### config.mk
export PLATFORM = sky130hd
export DESIGN_NAME = fixed_point_square_root_unit_flat
export DESIGN_NICKNAME = d
export VERILOG_FILES = /design/src/rtl/fpsq_pkg.sv /design/src/rtl/fpsq_if.sv /design/src/rtl/fpsq_seq.sv /design/src/rtl/fpsq_dp.sv /design/src/rtl/fixed_point_square_root_unit.sv /design/src/flat_wrapper.sv
export SDC_FILE = /design/constraint.sdc
export NUM_CORES = 2
export LEC_CHECK = 0
export BUFFER_PORTS_ARGS = -buffer_cell sky130_fd_sc_hd__buf_2
export CORE_MARGIN = 10
export CORE_UTILIZATION = 48
export DETAILED_ROUTE_END_ITERATION = 6
export GPL_ROUTABILITY_DRIVEN = 1
export GPL_TIMING_DRIVEN = 0
export PLACE_DENSITY = 0.72
export RECOVER_POWER = 50
export SLEW_MARGIN = 20
export SYNTH_ARGS = -nofsm -noshare
export SYNTH_HDL_FRONTEND = slang
export SYNTH_SLANG_ARGS = --single-unit
export TNS_END_PERCENT = 10
### constraint.sdc
create_clock -name i_clk -period 11.5 [get_ports i_clk]
set_input_delay 2.3 -clock i_clk [delete_from_list [all_inputs] [get_ports i_clk]]
set_output_delay 2.3 -clock i_clk [all_outputs]
set_load 0.01 [all_outputs]
### src/rtl/fpsq_pkg.sv
package fpsq_pkg;

    localparam int FRAC_BITS = 28;

    // mantissa magnitude register holds a positive 31-bit value
    localparam int XX_W = 31;
    // adjusted exponent: 16-bit input moved by at most about thirty shifts
    localparam int NN_W = 18;

    localparam logic [XX_W-1:0] ONE_Q = XX_W'(1) << FRAC_BITS;

    localparam logic signed [31:0] ROOT2_Q     = 32'sd379625056;
    localparam logic signed [31:0] ROOT_HALF_Q = 32'sd189812528;

    localparam logic signed [NN_W-1:0] SHIFT_MAX  = NN_W'(32767);
    localparam logic signed [NN_W-1:0] SHIFT_MIN  = -NN_W'(32768);
    localparam logic signed [NN_W-1:0] SHIFT_BIAS = NN_W'(FRAC_BITS + 1);

    localparam int UCODE_LEN = 27;
    localparam int PC_W      = $clog2(UCODE_LEN);
    localparam int CIDX_W    = 4;

    typedef struct packed {
        logic signed [31:0] mantissa;
        logic signed [15:0] exponent;
    } t_in;

    typedef struct packed {
        logic signed [31:0] root;
        logic signed [15:0] shift_amount;
    } t_out;

    typedef enum logic [3:0] {
        OP_NOP,
        OP_HALVE,
        OP_NORMUP,
        OP_LDC0,
        OP_MULX,
        OP_ADDC,
        OP_MULK,
        OP_FIXK,
        OP_DONE
    } t_op;

    typedef enum logic [2:0] {
        C_NEVER,
        C_ALWAYS,
        C_NONPOS,
        C_LT_ONE,
        C_LE_ONE,
        C_NORM_MORE,
        C_EVEN
    } t_cond;

    typedef enum logic {
        ST_IDLE,
        ST_RUN
    } t_state;

    typedef struct packed {
        t_op               op;
        t_cond             cond;
        logic [PC_W-1:0]   target;
        logic [CIDX_W-1:0] cidx;
    } t_ucw;

    typedef struct packed {
        logic load;
        logic emit;
        t_op  op;
        logic [CIDX_W-1:0] cidx;
    } t_ctrl;

    typedef struct packed {
        logic nonpos;
        logic lt_one;
        logic le_one;
        logic norm_more;
        logic nn_even;
    } t_flags;

    function automatic logic signed [31:0] coef(input logic [CIDX_W-1:0] k);
        logic signed [31:0] c;
        unique case (k)
            4'd0:    c = -32'sd37123928;
            4'd1:    c = 32'sd256042864;
            4'd2:    c = -32'sd785937664;
            4'd3:    c = 32'sd1415806976;
            4'd4:    c = -32'sd1665031168;
            4'd5:    c = 32'sd1354840576;
            4'd6:    c = -32'sd814333312;
            4'd7:    c = 32'sd499769952;
            4'd8:    c = 32'sd44401260;
            default: c = '0;
        endcase
        return c;
    endfunction

    function automatic t_ucw uw(input t_op op, input t_cond cond, input int target,
                                input int cidx);
        t_ucw w;
        w.op     = op;
        w.cond   = cond;
        w.target = PC_W'(target);
        w.cidx   = CIDX_W'(cidx);
        return w;
    endfunction

    // control store: range reduction, horner loop, odd-exponent correction
    function automatic t_ucw ucode(input logic [PC_W-1:0] pc);
        t_ucw w;
        unique case (pc)
            5'd0:    w = uw(OP_NOP,    C_NONPOS,    26, 0);
            5'd1:    w = uw(OP_NOP,    C_LT_ONE,    5,  0);
            5'd2:    w = uw(OP_HALVE,  C_NEVER,     0,  0);
            5'd3:    w = uw(OP_NOP,    C_LE_ONE,    6,  0);
            5'd4:    w = uw(OP_HALVE,  C_ALWAYS,    3,  0);
            5'd5:    w = uw(OP_NORMUP, C_NORM_MORE, 5,  0);
            5'd6:    w = uw(OP_LDC0,   C_NEVER,     0,  0);
            5'd7:    w = uw(OP_MULX,   C_NEVER,     0,  0);
            5'd8:    w = uw(OP_ADDC,   C_NEVER,     0,  1);
            5'd9:    w = uw(OP_MULX,   C_NEVER,     0,  0);
            5'd10:   w = uw(OP_ADDC,   C_NEVER,     0,  2);
            5'd11:   w = uw(OP_MULX,   C_NEVER,     0,  0);
            5'd12:   w = uw(OP_ADDC,   C_NEVER,     0,  3);
            5'd13:   w = uw(OP_MULX,   C_NEVER,     0,  0);
            5'd14:   w = uw(OP_ADDC,   C_NEVER,     0,  4);
            5'd15:   w = uw(OP_MULX,   C_NEVER,     0,  0);
            5'd16:   w = uw(OP_ADDC,   C_NEVER,     0,  5);
            5'd17:   w = uw(OP_MULX,   C_NEVER,     0,  0);
            5'd18:   w = uw(OP_ADDC,   C_NEVER,     0,  6);
            5'd19:   w = uw(OP_MULX,   C_NEVER,     0,  0);
            5'd20:   w = uw(OP_ADDC,   C_NEVER,     0,  7);
            5'd21:   w = uw(OP_MULX,   C_NEVER,     0,  0);
            5'd22:   w = uw(OP_ADDC,   C_NEVER,     0,  8);
            5'd23:   w = uw(OP_NOP,    C_EVEN,      26, 0);
            5'd24:   w = uw(OP_MULK,   C_NEVER,     0,  0);
            5'd25:   w = uw(OP_FIXK,   C_NEVER,     0,  0);
            default: w = uw(OP_DONE,   C_NEVER,     0,  0);
        endcase
        return w;
    endfunction

endpackage

### src/rtl/fpsq_if.sv
interface fpsq_in_if;
    import fpsq_pkg::*;

    logic valid;
    logic ready;
    t_in  data;

    modport source (output valid, output data, input ready);
    modport sink (input valid, input data, output ready);
endinterface

interface fpsq_out_if;
    import fpsq_pkg::*;

    logic valid;
    logic ready;
    t_out data;

    modport source (output valid, output data, input ready);
    modport sink (input valid, input data, output ready);
endinterface

### src/rtl/fpsq_seq.sv
module fpsq_seq (
    input  logic              i_clk,
    input  logic              i_rst_n,
    input  logic              i_req_valid,
    input  logic              i_out_block,
    input  fpsq_pkg::t_flags  i_flags,
    output logic              o_req_ready,
    output fpsq_pkg::t_ctrl   o_ctrl
);
    import fpsq_pkg::*;

    t_state          r_state, n_state;
    logic [PC_W-1:0] r_pc, n_pc;
    t_ucw            cw;
    logic            cond_hit;

    // control word fetch and branch condition
    always_comb begin
        cw = ucode(r_pc);
        unique case (cw.cond)
            C_NEVER:     cond_hit = 1'b0;
            C_ALWAYS:    cond_hit = 1'b1;
            C_NONPOS:    cond_hit = i_flags.nonpos;
            C_LT_ONE:    cond_hit = i_flags.lt_one;
            C_LE_ONE:    cond_hit = i_flags.le_one;
            C_NORM_MORE: cond_hit = i_flags.norm_more;
            C_EVEN:      cond_hit = i_flags.nn_even;
            default:     cond_hit = 1'b0;
        endcase
    end

    // outputs
    always_comb begin
        o_req_ready  = (r_state == ST_IDLE);
        o_ctrl.load  = i_req_valid && (r_state == ST_IDLE);
        o_ctrl.emit  = 1'b0;
        o_ctrl.op    = OP_NOP;
        o_ctrl.cidx  = cw.cidx;
        unique case (r_state)
            ST_IDLE: begin
                o_ctrl.op = OP_NOP;
            end
            ST_RUN: begin
                if (cw.op == OP_DONE) begin
                    o_ctrl.emit = !i_out_block;
                    o_ctrl.op   = i_out_block ? OP_NOP : OP_DONE;
                end else begin
                    o_ctrl.op = cw.op;
                end
            end
            default: o_ctrl.op = OP_NOP;
        endcase
    end

    // next state
    always_comb begin
        n_state = r_state;
        n_pc    = r_pc;
        unique case (r_state)
            ST_IDLE: begin
                if (i_req_valid) begin
                    n_state = ST_RUN;
                    n_pc    = '0;
                end
            end
            ST_RUN: begin
                if (cw.op == OP_DONE) begin
                    if (!i_out_block) begin
                        n_state = ST_IDLE;
                    end
                end else if (cond_hit) begin
                    n_pc = cw.target;
                end else begin
                    n_pc = r_pc + PC_W'(1);
                end
            end
            default: n_state = ST_IDLE;
        endcase
    end

    always_ff @(posedge i_clk) begin
        if (!i_rst_n) begin
            r_state <= ST_IDLE;
            r_pc    <= '0;
        end else begin
            r_state <= n_state;
            r_pc    <= n_pc;
        end
    end

    a_load_starts: assert property (@(posedge i_clk) disable iff (!i_rst_n)
        o_ctrl.load |=> (r_state == ST_RUN) && (r_pc == '0))
        else $error("request accepted but program did not start at step zero");

    a_pc_range: assert property (@(posedge i_clk) disable iff (!i_rst_n)
        (r_state == ST_RUN) |-> (r_pc < PC_W'(UCODE_LEN)))
        else $error("step counter left the control store");

    a_emit_ends: assert property (@(posedge i_clk) disable iff (!i_rst_n)
        o_ctrl.emit |=> (r_state == ST_IDLE))
        else $error("sequencer still running after result emitted");

endmodule

### src/rtl/fpsq_dp.sv
module fpsq_dp (
    input  logic             i_clk,
    input  fpsq_pkg::t_ctrl  i_ctrl,
    input  fpsq_pkg::t_in    i_data,
    output fpsq_pkg::t_flags o_flags,
    output fpsq_pkg::t_out   o_result
);
    import fpsq_pkg::*;

    logic [XX_W-1:0]        r_xx, n_xx;
    logic signed [NN_W-1:0] r_nn, n_nn;
    logic                   r_nonpos, n_nonpos;
    logic signed [31:0]     r_acc, n_acc;
    logic signed [63:0]     r_prod, n_prod;

    logic [2:0]             up_sh;
    logic signed [31:0]     mul_b;
    logic signed [31:0]     prod_q28;
    logic signed [31:0]     prod_q29;
    logic signed [NN_W-1:0] sf;

    // left shift toward bit FRAC_BITS-1, at most four places a step
    always_comb begin
        if (r_xx[FRAC_BITS-1 -: 4] == 4'd0) begin
            up_sh = 3'd4;
        end else if (r_xx[FRAC_BITS-1]) begin
            up_sh = 3'd0;
        end else if (r_xx[FRAC_BITS-2]) begin
            up_sh = 3'd1;
        end else if (r_xx[FRAC_BITS-3]) begin
            up_sh = 3'd2;
        end else begin
            up_sh = 3'd3;
        end
    end

    assign prod_q28 = $signed(r_prod[FRAC_BITS+31:FRAC_BITS]);
    assign prod_q29 = $signed(r_prod[FRAC_BITS+32:FRAC_BITS+1]);

    always_comb begin
        if (i_ctrl.op == OP_MULK) begin
            mul_b = r_nn[NN_W-1] ? ROOT_HALF_Q : ROOT2_Q;
        end else begin
            mul_b = $signed({1'b0, r_xx});
        end
    end

    always_comb begin
        n_xx     = r_xx;
        n_nn     = r_nn;
        n_nonpos = r_nonpos;
        n_acc    = r_acc;
        n_prod   = r_prod;
        if (i_ctrl.load) begin
            n_xx     = i_data.mantissa[XX_W-1:0];
            n_nn     = {{(NN_W-16){i_data.exponent[15]}}, i_data.exponent};
            n_nonpos = (i_data.mantissa <= 32'sd0);
        end else begin
            case (i_ctrl.op)
                OP_HALVE: begin
                    n_xx = r_xx >> 1;
                    n_nn = r_nn + NN_W'(1);
                end
                OP_NORMUP: begin
                    n_xx = r_xx << up_sh;
                    n_nn = r_nn - $signed({{(NN_W-3){1'b0}}, up_sh});
                end
                OP_LDC0:          n_acc  = coef(i_ctrl.cidx);
                OP_MULX, OP_MULK: n_prod = r_acc * mul_b;
                OP_ADDC:          n_acc  = prod_q28 + coef(i_ctrl.cidx);
                OP_FIXK:          n_acc  = r_nn[NN_W-1] ? prod_q28 : prod_q29;
                default: begin
                end
            endcase
        end
    end

    always_ff @(posedge i_clk) begin
        r_xx     <= n_xx;
        r_nn     <= n_nn;
        r_nonpos <= n_nonpos;
        r_acc    <= n_acc;
        r_prod   <= n_prod;
    end

    assign o_flags.nonpos    = r_nonpos;
    assign o_flags.lt_one    = (r_xx < ONE_Q);
    assign o_flags.le_one    = (r_xx <= ONE_Q);
    assign o_flags.norm_more = (r_xx[FRAC_BITS-1 -: 5] == 5'd0);
    assign o_flags.nn_even   = !r_nn[0];

    // half the exponent, one more when odd, less the fraction bias
    assign sf = (r_nn >>> 1) + $signed({{(NN_W-1){1'b0}}, r_nn[0]}) - SHIFT_BIAS;

    always_comb begin
        if (r_nonpos) begin
            o_result.root         = '0;
            o_result.shift_amount = '0;
        end else begin
            o_result.root = r_acc;
            if (sf > SHIFT_MAX) begin
                o_result.shift_amount = SHIFT_MAX[15:0];
            end else if (sf < SHIFT_MIN) begin
                o_result.shift_amount = SHIFT_MIN[15:0];
            end else begin
                o_result.shift_amount = sf[15:0];
            end
        end
    end

endmodule

### src/rtl/fixed_point_square_root_unit.sv
// square root of a value given as a q28 mantissa and a binary exponent; each
// request returns the root mantissa and the binary shift to apply to it. a
// non-positive mantissa gives root 0 and shift 0. the mantissa is brought into
// [0.5, 1.0] (halving one bit at a time from above, each halving followed by a
// test, doubling up to four bits a cycle from below), a degree-8 horner
// polynomial runs on one shared 32x32 signed multiplier, and an odd exponent
// takes a sqrt(2) or sqrt(1/2) step. everything is driven by a 27-step
// microprogram in a constant control store with a step counter and conditional
// jumps. a non-positive mantissa goes straight from the sign test to the hand-over;
// otherwise the steps are the sign test and range reduction, the leading
// coefficient load and the eight multiply/add pairs of the horner loop (every
// product is registered before its add), the parity test, the correction for
// an odd exponent and the hand-over. a new request is accepted only while the
// sequencer is idle, but a finished result sits in an output register so the
// next request can start while it waits to be taken
module fixed_point_square_root_unit (
    input  logic        i_clk,
    input  logic        i_rst_n,
    fpsq_in_if.sink     i_req,
    fpsq_out_if.source  o_rsp
);
    import fpsq_pkg::*;

    t_ctrl  ctrl;
    t_flags flags;
    t_out   result;
    logic   out_block;

    logic   r_out_valid, n_out_valid;
    t_out   r_out_data, n_out_data;

    // the output register is full and not being drained this cycle
    assign out_block = r_out_valid && !o_rsp.ready;

    fpsq_seq u_seq (
        .i_clk       (i_clk),
        .i_rst_n     (i_rst_n),
        .i_req_valid (i_req.valid),
        .i_out_block (out_block),
        .i_flags     (flags),
        .o_req_ready (i_req.ready),
        .o_ctrl      (ctrl)
    );

    fpsq_dp u_dp (
        .i_clk    (i_clk),
        .i_ctrl   (ctrl),
        .i_data   (i_req.data),
        .o_flags  (flags),
        .o_result (result)
    );

    // output register: loaded on emit, cleared once the result is taken
    always_comb begin
        n_out_valid = r_out_valid;
        n_out_data  = r_out_data;
        if (ctrl.emit) begin
            n_out_valid = 1'b1;
            n_out_data  = result;
        end else if (o_rsp.ready) begin
            n_out_valid = 1'b0;
        end
    end

    always_ff @(posedge i_clk) begin
        if (!i_rst_n) begin
            r_out_valid <= 1'b0;
        end else begin
            r_out_valid <= n_out_valid;
        end
        r_out_data <= n_out_data;
    end

    assign o_rsp.valid = r_out_valid;
    assign o_rsp.data  = r_out_data;

    // a result is never written over one that has not been taken
    a_no_overwrite: assert property (@(posedge i_clk) disable iff (!i_rst_n)
        ctrl.emit |-> !out_block)
        else $error("result emitted into a full output register");

    // no request is accepted while the previous one is still in the datapath
    a_no_overlap: assert property (@(posedge i_clk) disable iff (!i_rst_n)
        ctrl.load |=> !i_req.ready)
        else $error("request port open while a request is in flight");

    // a zero or negative mantissa always yields an all-zero result
    a_zero_result: assert property (@(posedge i_clk) disable iff (!i_rst_n)
        (ctrl.emit && flags.nonpos) |=> (o_rsp.data.root == '0)
            && (o_rsp.data.shift_amount == '0))
        else $error("non-positive mantissa gave a non-zero result");

endmodule
### src/flat_wrapper.sv
// flat-port wrapper written by rule: the top's interface ports become plain ports
module fixed_point_square_root_unit_flat import fpsq_pkg::*;
  (i_clk, i_rst_n, i_req_valid, i_req_data, i_req_ready, o_rsp_valid, o_rsp_data, o_rsp_ready);
  fpsq_in_if i_req_i ();
  fpsq_out_if o_rsp_i ();
  input  logic i_clk;
  input  logic i_rst_n;
  input wire logic [$bits(i_req_i.valid)-1:0] i_req_valid;
  input wire logic [$bits(i_req_i.data)-1:0] i_req_data;
  output wire logic [$bits(i_req_i.ready)-1:0] i_req_ready;
  output wire logic [$bits(o_rsp_i.valid)-1:0] o_rsp_valid;
  output wire logic [$bits(o_rsp_i.data)-1:0] o_rsp_data;
  input wire logic [$bits(o_rsp_i.ready)-1:0] o_rsp_ready;
  assign i_req_i.valid = i_req_valid;
  assign i_req_i.data = i_req_data;
  assign i_req_ready = i_req_i.ready;
  assign o_rsp_valid = o_rsp_i.valid;
  assign o_rsp_data = o_rsp_i.data;
  assign o_rsp_i.ready = o_rsp_ready;
  fixed_point_square_root_unit u_core (.i_clk(i_clk), .i_rst_n(i_rst_n), .i_req(i_req_i), .o_rsp(o_rsp_i));
endmodule
* Word-level counts from Yosys, hierarchy flattened
Memory sizes are Yosys's and may differ from the RTL's. A register that Yosys moved wholly into a read port is not among the register bits.
Cells that the tools add are included.
** Word-level totals
- Word-level logic and storage cells :: 94
- Output and inout bits :: 50
- Memories :: 3
- Register bits :: 198
- Bits of input ports :: 52
- ROM bits :: 1472
** Operators by class
- Shifts and indexed selects :: 1
- Bitwise gates (word level) :: 2
- Mux-type cells :: 34
- $mul :: 1
- Eq/ne operators :: 16
- Reduce and logical (&&, ||, !) cells :: 15
- Add/subtract/negate cells :: 6
- Magnitude comparators :: 5
** Memories
- (name not given) :: words 32, width 16, rd ports 1, clocked after Yosys merged registers in 1, wr ports 0, RTL line fpsq_pkg.sv:112 : unique case (pc)
- (name not given) :: words 16, width 30, rd ports 1, clocked after Yosys merged registers in 0, wr ports 0, RTL line fpsq_pkg.sv:84 : unique case (k)
- (name not given) :: words 16, width 30, rd ports 1, clocked after Yosys merged registers in 0, wr ports 0, RTL line fpsq_pkg.sv:84
** Operators by type and width (number)
- 32-bit 2-to-1 mux :: 3
- 32-bit case mux with 3 select lines :: 1
- 31-bit 2-to-1 mux :: 2
- 31-bit case mux with 2 select lines :: 1
- 32-bit by 32-bit multiplier with 61-bit output :: 1
- 18-bit case mux with 2 select lines :: 1
- 32-bit adder :: 1
- 32-bit by 1-bit <= comparator with 1-bit output, second input constant :: 1
- 31-bit by 29-bit <= comparator with 1-bit output, second input constant :: 1
- 31-bit by 29-bit less-than comparator with 1-bit output, second input constant :: 1
- 31-bit by 3-bit left shift with 31-bit output :: 1
- 29-bit 2-to-1 mux :: 1
- 5-bit 2-to-1 mux :: 5
- 17-bit by 2-bit adder with 18-bit output :: 1
- 18-bit by 2-bit adder with 18-bit output, second input constant :: 1
- 18-bit by 16-bit > comparator with 1-bit output, second input constant :: 1
- 18-bit by 16-bit less-than comparator with 1-bit output, second input constant :: 1
- 18-bit 2-to-1 mux :: 1
- 18-bit by 4-bit subtractor with 18-bit output :: 1
- 18-bit by 6-bit subtractor with 18-bit output, second input constant :: 1
- 4-bit by 3-bit equality test with 1-bit output, second input constant :: 4
- 16-bit 2-to-1 mux :: 1
- 15-bit 2-to-1 mux :: 1
- 5-bit case mux with 2 select lines :: 1
- other kinds (24) :: 46

* Depth between registers and ports, before layout
- Depth after elaboration :: 10
- Depth in mapped cells :: 35
- Depth with buffers taken out :: 32

* Cells and area by module
From an unflattened synthesis, not the netlist that was laid out.
** Unflattened totals
- Cell total of the unflattened synthesis :: 4772
- Area, all modules :: 45869.0 um^2
** By module, submodules not included
- fpsq_dp :: cells each 4574, times used 1, sequential area each 3453.3 um^2, area each 43080.1 um^2
- fixed_point_square_root_unit :: cells each 51, times used 1, sequential area each 1461.4 um^2, area each 1482.7 um^2
- fpsq_seq :: cells each 147, times used 1, sequential area each 400.4 um^2, area each 1306.3 um^2

* Least setup slack after synthesis
No wires, ideal clock.
- Path type :: flip-flop to flip-flop
- Start point :: register u_core.u_seq.r_state
- End point :: register u_core.u_dp.r_prod[60] (data pin)
- Data arrival time :: 8.332 ns
- Cell stages (with the launch flop) :: 31
- Buffers on the path :: 5
- Clock period less this slack :: 8.592 ns
- Data required time :: 11.240 ns
- Setup time :: 0.260 ns
- Slack :: 2.908 ns
- Cells stage by stage :: dfxtp_1 buf_4 nor3b_4 nand3_1 clkbuf_1 clkbuf_1 clkbuf_1 and2_1 nand2_1 fa_1 fa_1 inv_1 fa_1 inv_1 fa_1 inv_1 fa_1 fa_1 fa_1 fa_1 ha_1 clkbuf_1 a21o_1 a21o_1 a21oi_1 o21bai_1 a21oi_1 o21bai_1 a221o_1 a21oi_1 xnor2_1
** Between the ends
- Cells in the longest elaborated chain, start to end :: 5
** Ends and longest elaborated chain
- start: declaration :: RTL line fpsq_seq.sv:12 : t_state r_state, n_state;
- start signal: assignment :: RTL line fpsq_seq.sv:86 : r_state <= n_state;
- 1-bit NOT :: RTL line fpsq_seq.sv:39 : unique case (r_state)
- 4-bit case mux with 2 select lines (*) :: RTL line fpsq_seq.sv:39
- 4-bit by 3-bit equality test with 1-bit output (*) :: RTL line fpsq_dp.sv:41 : if (i_ctrl.op == OP_MULK) begin
- 31-bit 2-to-1 mux (*) :: RTL line fpsq_dp.sv:41
- 32-bit by 32-bit multiplier with 61-bit output (*) :: RTL line fpsq_dp.sv:69 : OP_MULX, OP_MULK: n_prod = r_acc * mul_b;
- end signal: assignment :: RTL line fpsq_dp.sv:83 : r_prod <= n_prod;
- end: declaration :: RTL line fpsq_dp.sv:14 : logic signed [63:0] r_prod, n_prod;
Every way passes the cells marked *; elsewhere a longest branch is shown, timed or not.
A chain may end at the register's enable or synchronous reset.

* Final worst setup path
- Start point :: register u_core.u_seq.r_state
- End point :: register u_core.u_dp.r_prod[59] (data pin)
Same word-level chain as after synthesis.

==> impl_metrics.env <==
export IMPL_ys_ff_latch=184
export IMPL_core_area_mm2=0.09529
export IMPL_io_buffers=101
export IMPL_synthSimpleGateAreaFrac_pct=16.87
export IMPL_synthTopCellsByArea="fa_1 (44%), edfxtp_1 (11%), inv_1 (7.8%), ha_1 (6.4%), and2_1 (4.2%)"
export IMPL_cap_viol_max_count=3
export IMPL_fmax_mhz=89.65
export IMPL_cpPeakStageDelay_ns=0.86
export IMPL_avgRoutedWirePerCell_um=32.07
export IMPL_drt_iter0_markers=4295
export IMPL_placementRows=113
export IMPL_n_fill_cell=9000
export IMPL_io_pins=102
export IMPL_fin_ws_ns=0.3449
export IMPL_yosysTopAreaCell="fa_1"
export IMPL_globalplace_congestion=1.043
export IMPL_area_growth_pct=6.244
export IMPL_synth_most_common_cell="fa_1"
export IMPL_grt_pass1_wl_mm=286.3
export IMPL_fp_dieW_um=330.4
export IMPL_postSynthCellCount=4874
export IMPL_clock_latency_ns=0.51
export IMPL_crit_top_cell="fa_1"
export IMPL_viasPerCell=6.005
export IMPL_max_slew_margin_rel_pct=-80.43
export IMPL_layout_cells_non_filler=6309
export IMPL_ant_nets=0
export IMPL_root_buffer="clkbuf_16"
export IMPL_cp_top_family="adder cells"
export IMPL_hpwlAfterDp_mm=164.4
export IMPL_drt_pass1_iter_count=6
export IMPL_grt_overflow=0
export IMPL_hp_class="reg -> reg"
export IMPL_cts_tree="built"
export IMPL_setup_viol=0
export IMPL_period_minus_slack_ns=11.16
export IMPL_yosys_area_top_type_share_pct=44.20
export IMPL_place_ws_ns=-0.1072
export IMPL_ys_types=75
export IMPL_syn_area_mm2=0.04625
export IMPL_synth_nets=6183
export IMPL_hold_viol_final=0
export IMPL_synth_edff_count=163
export IMPL_yosysWarnings=0
export IMPL_clockBufferDepth=2
export IMPL_synth_fa_ha_area_share_pct=50.58
export IMPL_cp_slowest_cell="clkbuf_1"
export IMPL_synthArstFlopShare_pct=0
export IMPL_fin_skew_ns=0.03284
export IMPL_initial_core_util_pct=48.53
export IMPL_ys_top_cells_by_count="fa_1 (1021), inv_1 (956), nand2_1 (448), and2_1 (311), and3_1 (287)"
export IMPL_critPathKind="reg -> reg"
export IMPL_worst_pin_slew_ns=2.692
export IMPL_h_tree_depth=4
export IMPL_drv_slew=89
export IMPL_violations="max-capacitance violations, max-slew violations"
export IMPL_synth_xor_area_share_pct=2.007
export IMPL_worstPathArrival_ns=11.35
export IMPL_postCtsHoldBufs=0
export IMPL_groute_usage_overall_pct=37.37
export IMPL_grt_pass1_vias=39270
export IMPL_grt_max_degree=50
export IMPL_die_y_um=330.4
export IMPL_path_clk_slew_ns=0.08
export IMPL_end_kind="flip-flop"
export IMPL_numCtsBuffers=17
export IMPL_nNetsFinal=6308
export IMPL_avgSynthCellArea_um2=9.488
export IMPL_synth_area_mux_share_pct=2.127
export IMPL_drcViolationCount=0
export IMPL_routed_via_count=37880
export IMPL_worst_path_buf_inv=5
export IMPL_drive_gt1_share_pct=3.532
export IMPL_min_period_over_period_pct=97.00
export IMPL_dieArea_mm2=0.1092
export IMPL_ys_dominant_reg_cell="edfxtp_1"
export IMPL_status="finished with violations"
export IMPL_yosysSeqAreaShare_pct=11.49
export IMPL_synth_top_family_by_area="adder cells"
export IMPL_hold_slack_ns=0.5320
export IMPL_synth_compound_area_share_pct=6.707
export IMPL_required_ns=11.70
export IMPL_dp_cells=6244
export IMPL_worstPathMaxFanout=10
export IMPL_antenna_found_initial=41
export IMPL_cts_sinks=184
export IMPL_drt_total_wl_mm=202.3
export IMPL_start_kind="flip-flop"
## per-layer routing
metal | track usage (%) | share of wire, %
met5 | 0 | 0.066
met4 | 25.37 | 8.2
met3 | 10.66 | 11
met2 | 56.04 | 44
met1 | 46.66 | 37
## path summary, 6_finish.rpt
check                           endpoint                 start  depth (start not counted)  slack [ns]
hold reg to reg       u_core.o_rsp.valid    u_core.o_rsp.valid                          2        0.53
setup reg to reg  u_core.u_dp.r_prod[59]  u_core.u_seq.r_state                         28        0.34
hold / removal        u_core.o_rsp.valid    u_core.o_rsp.valid                          2        0.53
setup / recovery  u_core.u_dp.r_prod[59]  u_core.u_seq.r_state                         28        0.34
## state kept, by name (all words and copies together) (netlist names)
name,cells
u_core.u_dp.r_xx,31
u_core.u_seq.r_state,1
u_core.u_seq.r_pc,5
u_core.u_seq.cw,14
u_core.u_dp.r_prod,33
u_core.u_dp.r_nn,18
u_core.u_dp.r_acc,32
u_core.o_rsp.data,48
u_core.u_dp.r_nonpos,1
u_core.o_rsp.valid,1
## cells in the final DEF (no fill, tap or decap), types with 26 or more instances in the layout
master and instances:
mux2i_1 96, and2_1 310, xor2_1 35, and3_1 287, nor3_1 35, ha_1 236, diode_2 32, clkbuf_1 283
a21oi_1 156, nor2_1 124, nand3_1 42, nand2_1 448, clkbuf_2 36, fa_1 1020, a21o_1 53, inv_1 955
buf_2 73, nor2b_1 133, o21ai_0 116, edfxtp_1 163, o21a_1 26, xnor2_1 69
## stage by stage
stage          utilization, %  setup TNS, ns  cell area (µm²)
2_1_floorplan               -              0            46250
3_3_place_gp            50.72         -4.417            48340
3_5_place_dp            50.84        -0.1072            48450
4_1_cts                 51.49              0            49070
5_1_grt                 51.50     -0.0002993            49070
6_report                51.56              0            49130
## area by class of cell
cell class / count / area (µm²) / share of cell area, %
sequential: 184 / 5315 / 10.82
tap: 1265 / 1583 / 3.221
clock buffer: 17 / 425.4 / 0.8658
antenna: 32 / 80.08 / 0.1630
multi-input combinational: 3434 / 36240 / 73.75
clock inverter: 15 / 190.2 / 0.3871
buffer: 298 / 1181 / 2.404
timing repair buffer: 106 / 526.8 / 1.072
inverter: 958 / 3597 / 7.321
## what timing repair did
action | CTS | global route
endpoints found under the hold margin | 0 | 0
setup endpoints to repair | 1 | 10
buffers inserted | 0 | 0
cloned | 0 | 0
gates resized for setup | 5 | 25
pin swaps | 0 | 0
## worst register-to-register path: cells and delay by family (launching register included)
kind                     cells  cell delay, ns
adder cells (fa/ha/maj)      9            4.20
AND/OR/NAND/NOR             10            3.17
AO/OA/AOI/OAI                4            1.63
buffers and inverters        5            1.56
flip-flops                   1            0.32
## cell families (layout without fill, tap and decap cells)
family,after synthesis,after routing
AOI/OAI and AO/OA,490,490
xor gates and xnor gates,106,106
adders and majority gates,1257,1257
buffers and inverters,1256,1394
DFF,184,184
muxes,98,98
other,0,32
and+or+nand+nor,1483,1483
Power is not shown: default switching activity piles up to over one toggle a cycle in this logic, so the estimate is an artifact.
